## src/rtl/rld_pkg.sv

```systemverilog
// Shared result types and kind codes for the log record deframer.
package rld_pkg;

  // Result kinds carried on the master-side tuser
  typedef enum logic [2:0] {
    KIND_HEADER    = 3'd0,
    KIND_KEY       = 3'd1,
    KIND_VALUE     = 3'd2,
    KIND_COMMIT    = 3'd3,
    KIND_BADSUM    = 3'd4,
    KIND_MALFORMED = 3'd5,
    KIND_TRUNC     = 3'd6
  } rld_kind_e;

  // Smallest payload that holds the type byte and both lengths
  localparam logic [31:0] MIN_PAYLOAD = 32'd9;

  // Number of result slots in the output queue
  localparam int unsigned OUT_DEPTH = 4;
  localparam int unsigned OUT_PTR_W = $clog2(OUT_DEPTH);

  typedef struct packed {
    rld_kind_e   kind;
    logic [7:0]  byte_value;
    logic [7:0]  record_kind;
    logic [31:0] key_length;
    logic [31:0] value_length;
    logic        last_of_run;
  } rld_result_t;

  // Up to two results produced by one input item
  typedef struct packed {
    logic [1:0]  count;
    rld_result_t r0;
    rld_result_t r1;
  } rld_push_t;

endpackage

```

## src/rtl/rld_core.sv

```systemverilog
// Record parser: header gather, running hash, length tracking and verdict.
module rld_core (
  input  logic              clk_i,
  input  logic              rst_ni,
  input  logic              step_i,
  input  logic [7:0]        data_byte_i,
  input  logic              end_of_log_i,
  output rld_pkg::rld_push_t push_o
);
  import rld_pkg::*;

  localparam logic [2:0] PH_CKS  = 3'd0;
  localparam logic [2:0] PH_SIZE = 3'd1;
  localparam logic [2:0] PH_TYPE = 3'd2;
  localparam logic [2:0] PH_KLEN = 3'd3;
  localparam logic [2:0] PH_VLEN = 3'd4;
  localparam logic [2:0] PH_KEY  = 3'd5;
  localparam logic [2:0] PH_VAL  = 3'd6;
  localparam logic [2:0] PH_PAD  = 3'd7;

  logic [2:0]  phase_q, phase_d;
  logic [1:0]  hidx_q, hidx_d;
  logic [31:0] cks_q, cks_d;
  logic [31:0] psize_q, psize_d;
  logic [31:0] hash_q, hash_d;
  logic [31:0] pcount_q, pcount_d;
  logic [31:0] krem_q, krem_d;
  logic [31:0] vrem_q, vrem_d;
  logic [7:0]  htype_q, htype_d;
  logic        halted_q, halted_d;

  logic [31:0] gword;
  logic [31:0] gsrc;
  logic        gdone;
  logic [32:0] need;
  logic        has_a, has_v;
  rld_result_t res_a, res_v;
  logic        stop;

  // Place one little-endian byte into a word, clearing it on the first byte
  function automatic logic [31:0] gather(input logic [31:0] w, input logic [1:0] idx,
                                         input logic [7:0] b);
    logic [31:0] r;
    r = (idx == 2'd0) ? 32'd0 : w;
    r[{idx, 3'b000} +: 8] = b;
    return r;
  endfunction

  // Choose the next body phase from the remaining lengths
  function automatic logic [2:0] body_phase(input logic [31:0] k, input logic [31:0] v);
    logic [2:0] p;
    if (k != 32'd0) p = PH_KEY;
    else if (v != 32'd0) p = PH_VAL;
    else p = PH_PAD;
    return p;
  endfunction

  // Word being gathered in the current phase
  always_comb begin
    case (phase_q)
      PH_CKS:  gsrc = cks_q;
      PH_SIZE: gsrc = psize_q;
      PH_KLEN: gsrc = krem_q;
      PH_VLEN: gsrc = vrem_q;
      default: gsrc = 32'd0;
    endcase
  end

  assign gword = gather(gsrc, hidx_q, data_byte_i);
  assign gdone = (hidx_q == 2'd3);
  assign need  = {1'b0, krem_q} + {1'b0, gword};

  // Step the parser for one request
  always_comb begin
    phase_d  = phase_q;
    hidx_d   = hidx_q;
    cks_d    = cks_q;
    psize_d  = psize_q;
    hash_d   = hash_q;
    pcount_d = pcount_q;
    krem_d   = krem_q;
    vrem_d   = vrem_q;
    htype_d  = htype_q;
    halted_d = halted_q;
    has_a    = 1'b0;
    has_v    = 1'b0;
    stop     = 1'b0;
    res_a    = '0;
    res_v    = '0;

    if (step_i && !halted_q) begin
      if (end_of_log_i) begin
        if (!(phase_q == PH_CKS && hidx_q == 2'd0)) begin
          has_a      = 1'b1;
          res_a.kind = KIND_TRUNC;
          halted_d   = 1'b1;
        end
      end else if (phase_q == PH_CKS) begin
        cks_d  = gword;
        hidx_d = hidx_q + 2'd1;
        if (gdone) phase_d = PH_SIZE;
      end else if (phase_q == PH_SIZE) begin
        psize_d = gword;
        hidx_d  = hidx_q + 2'd1;
        if (gdone) begin
          if (gword < MIN_PAYLOAD) begin
            has_a      = 1'b1;
            res_a.kind = KIND_MALFORMED;
            halted_d   = 1'b1;
          end else begin
            phase_d  = PH_TYPE;
            hash_d   = 32'd0;
            pcount_d = 32'd0;
          end
        end
      end else begin
        // Hash and count every payload byte: h*31 + b
        hash_d   = (hash_q << 5) - hash_q + {24'd0, data_byte_i};
        pcount_d = pcount_q + 32'd1;
        case (phase_q)
          PH_TYPE: begin
            htype_d = data_byte_i;
            hidx_d  = 2'd0;
            phase_d = PH_KLEN;
          end
          PH_KLEN: begin
            krem_d = gword;
            hidx_d = hidx_q + 2'd1;
            if (gdone) phase_d = PH_VLEN;
          end
          PH_VLEN: begin
            vrem_d = gword;
            hidx_d = hidx_q + 2'd1;
            if (gdone) begin
              has_a = 1'b1;
              if (need > {1'b0, psize_q - MIN_PAYLOAD}) begin
                res_a.kind = KIND_MALFORMED;
                halted_d   = 1'b1;
                stop       = 1'b1;
              end else begin
                res_a.kind         = KIND_HEADER;
                res_a.record_kind  = htype_q;
                res_a.key_length   = krem_q;
                res_a.value_length = gword;
                phase_d            = body_phase(krem_q, gword);
              end
            end
          end
          PH_KEY: begin
            has_a            = 1'b1;
            res_a.kind       = KIND_KEY;
            res_a.byte_value = data_byte_i;
            krem_d           = krem_q - 32'd1;
            phase_d          = body_phase(krem_q - 32'd1, vrem_q);
          end
          PH_VAL: begin
            has_a            = 1'b1;
            res_a.kind       = KIND_VALUE;
            res_a.byte_value = data_byte_i;
            vrem_d           = vrem_q - 32'd1;
            phase_d          = body_phase(krem_q, vrem_q - 32'd1);
          end
          default: begin
          end
        endcase

        // Give the verdict at payload end
        if (!stop && phase_d >= PH_KEY && pcount_d == psize_q) begin
          has_v = 1'b1;
          if (hash_d == cks_q) begin
            res_v.kind = KIND_COMMIT;
          end else begin
            res_v.kind = KIND_BADSUM;
            halted_d   = 1'b1;
          end
          phase_d = PH_CKS;
          hidx_d  = 2'd0;
        end
      end
    end
  end

  // Order results: body result first, verdict after; mark the final one
  always_comb begin
    push_o       = '0;
    push_o.count = {1'b0, has_a} + {1'b0, has_v};
    if (has_a) begin
      push_o.r0             = res_a;
      push_o.r0.last_of_run = !has_v;
      push_o.r1             = res_v;
      push_o.r1.last_of_run = 1'b1;
    end else begin
      push_o.r0             = res_v;
      push_o.r0.last_of_run = 1'b1;
    end
  end

  // Hold parser state
  always_ff @(posedge clk_i or negedge rst_ni) begin
    if (!rst_ni) begin
      phase_q  <= PH_CKS;
      hidx_q   <= 2'd0;
      cks_q    <= 32'd0;
      psize_q  <= 32'd0;
      hash_q   <= 32'd0;
      pcount_q <= 32'd0;
      krem_q   <= 32'd0;
      vrem_q   <= 32'd0;
      htype_q  <= 8'd0;
      halted_q <= 1'b0;
    end else begin
      phase_q  <= phase_d;
      hidx_q   <= hidx_d;
      cks_q    <= cks_d;
      psize_q  <= psize_d;
      hash_q   <= hash_d;
      pcount_q <= pcount_d;
      krem_q   <= krem_d;
      vrem_q   <= vrem_d;
      htype_q  <= htype_d;
      halted_q <= halted_d;
    end
  end

  // A halted parser produces nothing and keeps its phase
  a_halt_quiet: assert property (@(posedge clk_i) disable iff (!rst_ni)
    halted_q |-> (push_o.count == 2'd0) ##1 $stable(phase_q))
    else $error("halted parser produced results or moved");

  // Two results always end in a verdict
  a_pair_verdict: assert property (@(posedge clk_i) disable iff (!rst_ni)
    (push_o.count == 2'd2) |->
      (push_o.r1.kind == KIND_COMMIT || push_o.r1.kind == KIND_BADSUM))
    else $error("second result is not a verdict");

endmodule

```

## src/rtl/rld_out_fifo.sv

```systemverilog
// Four-entry result queue between the parser and the master-side stream.
module rld_out_fifo (
  input  logic                  clk_i,
  input  logic                  rst_ni,
  input  rld_pkg::rld_push_t    push_i,
  input  logic                  pop_i,
  output rld_pkg::rld_result_t  head_o,
  output logic                  valid_o,
  output logic                  room_o
);
  import rld_pkg::*;

  rld_result_t           mem_q [OUT_DEPTH];
  logic [OUT_PTR_W-1:0]  wr_q, wr_d;
  logic [OUT_PTR_W-1:0]  rd_q, rd_d;
  logic [OUT_PTR_W:0]    count_q, count_d;
  logic                  pop;

  assign pop     = pop_i && valid_o;
  assign valid_o = (count_q != '0);
  assign head_o  = mem_q[rd_q];
  // Room for a full pair of results
  assign room_o  = (count_q <= (OUT_PTR_W+1)'(OUT_DEPTH - 2));

  assign wr_d    = wr_q + OUT_PTR_W'(push_i.count);
  assign rd_d    = rd_q + OUT_PTR_W'(pop);
  assign count_d = count_q + (OUT_PTR_W+1)'(push_i.count) - (OUT_PTR_W+1)'(pop);

  // Write incoming results
  always_ff @(posedge clk_i) begin
    if (push_i.count != 2'd0) mem_q[wr_q] <= push_i.r0;
    if (push_i.count == 2'd2) mem_q[wr_q + OUT_PTR_W'(1)] <= push_i.r1;
  end

  // Advance pointers and occupancy
  always_ff @(posedge clk_i or negedge rst_ni) begin
    if (!rst_ni) begin
      wr_q    <= '0;
      rd_q    <= '0;
      count_q <= '0;
    end else begin
      wr_q    <= wr_d;
      rd_q    <= rd_d;
      count_q <= count_d;
    end
  end

  // Never push more than the free slots
  a_no_overflow: assert property (@(posedge clk_i) disable iff (!rst_ni)
    ({1'b0, count_q} + {{OUT_PTR_W{1'b0}}, push_i.count} - {{OUT_PTR_W+1{1'b0}}, pop})
      <= (OUT_PTR_W+2)'(OUT_DEPTH))
    else $error("result queue overflow");

  // Occupancy follows the pushes and pops of the previous cycle
  a_count_track: assert property (@(posedge clk_i) disable iff (!rst_ni)
    (push_i.count == 2'd0 && !pop) |=> $stable(count_q))
    else $error("queue occupancy changed without a push or pop");

endmodule

```

## src/rtl/log_record_deframer.sv

```systemverilog
// Top level of the log record deframer: input register, parser and result queue.
//
//   group   dir  tdata                                   tuser            tlast
//   s_axis  in   [7:0] data_byte                         [0] end_of_log   -
//   m_axis  out  [7:0] byte_value [15:8] record_kind     [2:0] kind       last_of_run
//                [47:16] key_length [79:48] value_length
//
// One input request and one parsed item per cycle while the queue has room; the
// four-entry result queue drains one result per cycle while the master side is
// ready. A result passes the input register and the queue on its way out. An item
// is parsed only while the queue holds at most two results, so a stalled master
// side drops s_axis_tready once three results wait and the input register is full.
// Reset clears the parser to wait for a record's checksum bytes and empties
// the queue; after any failure result the block ignores input until reset.
module log_record_deframer (
  input  logic        clk_i,
  input  logic        rst_ni,
  input  logic        s_axis_tvalid,
  output logic        s_axis_tready,
  input  logic [7:0]  s_axis_tdata,   // [7:0] data_byte
  input  logic [0:0]  s_axis_tuser,   // [0] end_of_log
  output logic        m_axis_tvalid,
  input  logic        m_axis_tready,
  // [7:0] byte_value, [15:8] record_kind, [47:16] key_length, [79:48] value_length
  output logic [79:0] m_axis_tdata,
  output logic [2:0]  m_axis_tuser,   // [2:0] kind
  output logic        m_axis_tlast
);
  import rld_pkg::*;

  logic        in_valid_q;
  logic [7:0]  in_byte_q;
  logic        in_eol_q;
  logic        room;
  logic        step;
  rld_push_t   push;
  rld_result_t head;

  assign step          = in_valid_q && room;
  assign s_axis_tready = !in_valid_q || step;

  // Hold the accepted request until the parser takes it
  always_ff @(posedge clk_i or negedge rst_ni) begin
    if (!rst_ni) begin
      in_valid_q <= 1'b0;
    end else if (s_axis_tready) begin
      in_valid_q <= s_axis_tvalid;
    end
  end

  always_ff @(posedge clk_i) begin
    if (s_axis_tvalid && s_axis_tready) begin
      in_byte_q <= s_axis_tdata;
      in_eol_q  <= s_axis_tuser[0];
    end
  end

  rld_core u_core (
    .clk_i        (clk_i),
    .rst_ni       (rst_ni),
    .step_i       (step),
    .data_byte_i  (in_byte_q),
    .end_of_log_i (in_eol_q),
    .push_o       (push)
  );

  rld_out_fifo u_out (
    .clk_i   (clk_i),
    .rst_ni  (rst_ni),
    .push_i  (push),
    .pop_i   (m_axis_tready),
    .head_o  (head),
    .valid_o (m_axis_tvalid),
    .room_o  (room)
  );

  // Pack the head result onto the master side
  assign m_axis_tdata = {head.value_length, head.key_length, head.record_kind,
                         head.byte_value};
  assign m_axis_tuser = head.kind;
  assign m_axis_tlast = head.last_of_run;

  // The input register is never overwritten while it still holds a request
  a_in_hold: assert property (@(posedge clk_i) disable iff (!rst_ni)
    (in_valid_q && !room) |=> (in_valid_q && $stable(in_byte_q) && $stable(in_eol_q)))
    else $error("pending input request lost");

endmodule
```

## config.mk

```make
export PLATFORM = sky130hd
export DESIGN_NAME = log_record_deframer
export DESIGN_NICKNAME = d
export VERILOG_FILES = /design/src/rtl/rld_pkg.sv /design/src/rtl/rld_core.sv /design/src/rtl/rld_out_fifo.sv /design/src/rtl/log_record_deframer.sv
export SDC_FILE = /design/constraint.sdc
export NUM_CORES = 2
export LEC_CHECK = 0
export ABC_AREA = 1
export BUFFER_PORTS_ARGS = -buffer_cell sky130_fd_sc_hd__buf_2
export CAP_MARGIN = 25
export CORE_MARGIN = 4
export CORE_UTILIZATION = 60
export CTS_BUF_LIST = sky130_fd_sc_hd__clkbuf_4
export DETAILED_ROUTE_END_ITERATION = 12
export PLACE_DENSITY = 0.77
export SYNTH_ARGS = -nofsm -noshare
export SYNTH_HDL_FRONTEND = slang
export SYNTH_SLANG_ARGS = --single-unit
```

## constraint.sdc

```tcl
create_clock -name clk_i -period 15.5 [get_ports clk_i]
set_input_delay 0 -clock clk_i [delete_from_list [all_inputs] [get_ports clk_i]]
set_output_delay 0 -clock clk_i [all_outputs]
set_load 0.02 [all_outputs]
```

### Yosys cells after proc, flatten, opt, wreduce, memory -nomap -nowiden

Memory sizes are Yosys's and may differ from the RTL's.
Index checks and enable logic that the tools add are counted.

* bits in registers: 223
* bits in latches: 0
* memory bits (writable): 336
* ROM bits: 0
* bits of input ports: 13
* output and inout port bits: 86
* word-level logic and storage cells: 187
* memories kept: 1

* add/sub/neg operators: 15
* multipliers: 0
* div/mod/pow operators: 0
* magnitude comparators: 4
* equality and inequality tests: 18
* shifts and indexed selects: 2
* multiplexer cells: 93
* bitwise operators: 3
* reduce and logical (&&, ||, !) cells: 35

Memory list
* u_out.mem_q: words 4, bits a word 84, read ports 1, clocked after memory_dff 0, write ports 2, line rld_out_fifo.sv:13 `rld_result_t mem_q [OUT_DEPTH];`

Operators with widths (number)
* $mux 72: 3
* $mux 84: 2
* $mux 83: 2
* $mux 32: 5
* $mux 80: 2
* $reduce_bool 32->1: 5
* $pmux 32 s2: 2
* $pmux 32 s4: 1
* $mux 3: 26
* $eq 32x32->1: 2
* $sub 32x1->32 const B: 2
* $mux 1: 38
* $add 32x32->33: 1
* $gt 33x32->1: 1
* $add 32x1->32 const B: 1
* $add 32x8->32: 1
* $bwmux 32: 1
* $lt 32x4->1 const B: 1
* $shift 8x7->32 const A: 1
* $shiftx 8x7->32: 1
* $sub 32x32->32: 1
* $sub 32x4->32 const B: 1
* $reduce_and 5->1: 6
* $pmux 3 s5: 1
* other kinds (34): 63

### Logic depth before layout (Yosys ltp)

* depth in word-level cells: 26
* depth in mapped cells: 51
* gate-level depth less buffers: 48

### Hierarchy

From an unflattened synthesis, not the netlist that was laid out.

* cell total of the unflattened synthesis: 4998
* area, all modules: 37841.3 um^2

Modules (own cells, without submodules)
* rld_core: times used 1, cells each 3196, area an instance 20673.6 um^2, sequential area each 5154.9 um^2
* rld_out_fifo: times used 1, cells each 1785, area an instance 16844.9 um^2, sequential area each 10264.8 um^2
* log_record_deframer: times used 1, cells each 17, area an instance 322.8 um^2, sequential area each 295.3 um^2

### Worst setup path before layout

No wires, ideal clock.

* path type: register to register
* from: reg u_core.hidx_q[0]
* to: mem u_out.mem_q[3][70] (netlist name)
* setup time: 129 ps
* arrival: 7415 ps
* data required time: 15371 ps
* slack: 7957 ps
* stages on the path, launching flop included: 43
* buffers on the path: 2
* clock period less this slack: 7543 ps
* cell sequence: dfrtp_1 inv_1 ha_1 clkbuf_1 inv_1 nand4_1 inv_1 a22oi_1 inv_1 ha_1 nand3_1 nand2_1 a21boi_0 o21ai_0 a21oi_1 o21ai_0 a21oi_1 o21ai_0 (+7 left out) nor2_1 nand4_1 a21oi_1 nand3_1 nand2_1 nand3_1 nor2_1 nand4_1 nor2_1 nand4_1 ha_1 nor3_1 inv_1 nand2_1 inv_1 clkbuf_1 nand2_1 o21ai_0

RTL lines
* from (decl): line rld_core.sv:22 `logic [1:0] hidx_q, hidx_d;`
* from (signal assigned): line rld_core.sv:213 `hidx_q <= hidx_d;`
* to (decl): line rld_out_fifo.sv:13

==> reports/metrics.yaml <==
outcome: "finished clean"
clock-sinks: 559
nets: 5010
viasPerCell: 6.21
num_io_pins: 99
drc: 0
synth.top_cells.by_area: "dfxtp_1 19%, dfrtp_1 16%, o21ai_0 11%"
hold_class: "in -> async"
ys_ff_latch: 559
finalSetupViolations: 0
grt-ovfl-total: 0
utilization_pct: 66.4
vdd_ir_drop_max_mv: 0.215
cts-root-buf: "clkbuf_4"
cts_tree: "done"
clk_latency_ns: 1.02
crit_path_top_delay_cell: "buf_4"
antenna_found_initial: 5
clock.fmax_ghz: 0.0953
worstMarginPinSlew_ns: 1.17
crit_arrival_ns: 11.40
hold_viol: 0
first_pass_iters: 9
grt_pass1_wl_mm: 189
reg2reg_depth: 39
cts_buffer_depth: 3
clk_pin_slew_worst_paths_ns: 0.06
synth.most_common_cell: "nand2_1"
synth_cell_type_count: 53
drt_iter0_drc: 3907
regArea_mm2: 0.0125
std_cell_rows: 86
track_usage_pct: 40.4
multi_input_area_mm2: 0.0185
relSlewSlack_pct: 21.4
area_growth_pct: 9.27
total_power_mw: 9.19
ys_top_cells_by_count: "834 x nand2_1, 729 x o21ai_0, 542 x nor2_1"
dieWidth_um: 244
synth_top_cell_area_share_pct: 19.1
max_stage_delay_ns: 0.80
slew_viol_final: 0
yosysSeqAreaShare_pct: 37.3
max_cap_violations: 0
grt_start_max_net_pins: 109
portBuffers: 98
die_h_um: 244
power_density_mw_per_mm2: 251
nFillCells: 5051
end_kind: "flip-flop"
synth_area_leader_cell: "dfxtp_1"
crit_required_ns: 16.40
finalWeightedCongestion: 1.05
min_period_over_period_pct: 67.7
skew_ns: 0.0590
ant_nets: 0
async_reset_ff_share_pct: 38.3
worstPathMaxFanout: 100
dieArea_mm2: 0.0597
worst-setup-path-type: "reg -> reg"
post_cts_buffers: 0
routed-via-count: 35500
wl_per_cell_um: 21.8
min_period_ns: 10.50
rsz0062_at_grt: "false"
wl_mm: 124
syn_area_mm2: 0.0335
core_mm2: 0.0552
ys_warn_count: 0
cp-start-kind: "flip-flop"
numCtsBuffers: 152
synth_fp_nets: 4939
synth_edf_count: 25
place_hpwl_mm: 86.6
layout-drive-gt1-share_pct: 8.70
netlist_instances: 4776
htreeDepth: 4
leakagePower_nw: 17.4
avgSynthCellArea_um2: 7.02
first_global_vias: 32200
fin_setup_tns_ns: 0
synth_ff_type: "dfxtp_1"
start_util_pct: 60.7
## metrics by stage
stage | std cells | cell area, um^2 | setup slack (ns) | hold WS [ns]
floorplan | 4776 | 33500 | 7.96 | -0.296
global route | 5705 | 36600 | 4.28 | 0.167
detailed placement | 5414 | 34400 | 5.44 | 0.0862
global placement | 5414 | 34400 | 5.78 | 0.0816
CTS | 5700 | 36600 | 5.34 | 0.120
finish | 5707 | 36600 | 5.00 | 0.134
## final timing paths
path	endpoint	slack (ns)	start
setup / recovery	u_out.mem_q[1][15]	5.00	u_core.hidx_q[0]
hold / removal	u_core.hash_q[11]	0.13	rst_ni
setup reg to reg	u_out.mem_q[1][15]	5.00	u_core.hidx_q[0]
hold reg to reg	u_out.mem_q[3][74]	0.46	u_out.mem_q[3][74]
max in group asynchronous	u_out.rd_q[0]	13.78	rst_ni
min in group clk_i	in_byte_q[2]	0.28	s_axis_tdata[2]
## worst max-delay path, delay by kind of cell, from the launching register on
kind                       cells  cell delay [ns]
DFF                            1             0.48
buffers and inverters          6             1.97
adders and majority gates      4             1.48
xor gates and xnor gates       1             0.17
AOI/OAI and AO/OA             13             3.18
and+or+nand+nor               15             2.99
## sequential cells by signal, indices dropped and copies added, names as in the netlist, 3 cells and up
register         cells
u_out.mem_q        336
u_core.hash_q       32
u_out.count_q        3
in_byte_q            8
u_core.cks_q        32
u_core.pcount_q     32
u_core.htype_q       8
u_core.phase_q       3
u_core.psize_q      32
u_core.vrem_q       32
u_core.krem_q       32
## cell type report
type	instances	share of cell area, %
diodes	5	0.0342
flip-flops and latches	559	34.2
inverters	424	4.35
well taps	748	2.55
multi-input cells	3543	50.5
repair buffers	167	3.11
clock inverters	36	0.680
clock buffers	225	4.61
## kinds of logic after synthesis
group,after synthesis,synth area share [%]
xor gates and xnor gates,143,3.90
buffers and inverters,674,7.65
DFF,559,37.3
AOI/OAI and AO/OA,1391,22.0
adders and majority gates,150,5.73
and+or+nand+nor,1859,23.4
## layout by cell type (no fill, tap or decap), types with 5 or more instances in the layout
| cell | synthesis | routed |
|---|---|---|
| clkbuf_4 | 0 | 225 |
| a21o_1 | 6 | 6 |
| nand3b_1 | 15 | 15 |
| clkinv_1 | 7 | 23 |
| nor4_1 | 8 | 7 |
| xnor2_1 | 26 | 26 |
| fa_1 | 6 | 6 |
| dfxtp_1 | 320 | 320 |
| ha_1 | 144 | 144 |
| o22ai_1 | 178 | 178 |
| o21a_1 | 16 | 16 |
| o211ai_1 | 5 | 5 |
| o21bai_1 | 8 | 8 |
| o31ai_1 | 6 | 6 |
| nor3_1 | 42 | 38 |
| inv_2 | 7 | 14 |
| buf_4 | 2 | 42 |
| nand3_1 | 251 | 251 |
| or2_2 | 7 | 7 |
| edfxtp_1 | 25 | 25 |
| a22oi_1 | 9 | 9 |
| and3_1 | 5 | 5 |
| buf_2 | 17 | 97 |
| diode_2 | 0 | 5 |
| nor3b_1 | 7 | 7 |
| nor2_1 | 542 | 536 |
| dfrtp_1 | 214 | 212 |
| inv_1 | 410 | 406 |
| nand4_1 | 135 | 135 |
| a21oi_1 | 416 | 415 |
| o21ai_0 | 729 | 729 |
| nor2_2 | 3 | 8 |
| xor2_1 | 113 | 113 |
| nand2_1 | 834 | 834 |
| dlygate4sd3_1 | 0 | 24 |
## routing by layer
| layer | up-vias | track usage, % | wire (um) |
|---|---|---|---|
| met5 | - | 0 | 64 |
| met4 | 10 | 19.8 | 6710 |
| met3 | 382 | 9.82 | 14500 |
| met2 | 2087 | 60.5 | 53400 |
| met1 | 16500 | 54.9 | 49800 |
| li1 | 16500 | - | - |
## what timing repair did
action                                 in CTS  in global routing
resized for setup                           0                  0
endpoints found under the hold margin     179                  0
hold buffers                               25                  0
## report_power, final
part           internal (mW)  switching [mW]  total (mW)
logic                   1.79            3.80        5.59
registers               1.92           0.311        2.23
clock network          0.702           0.663        1.36
Power figures use the tool's default switching activity.
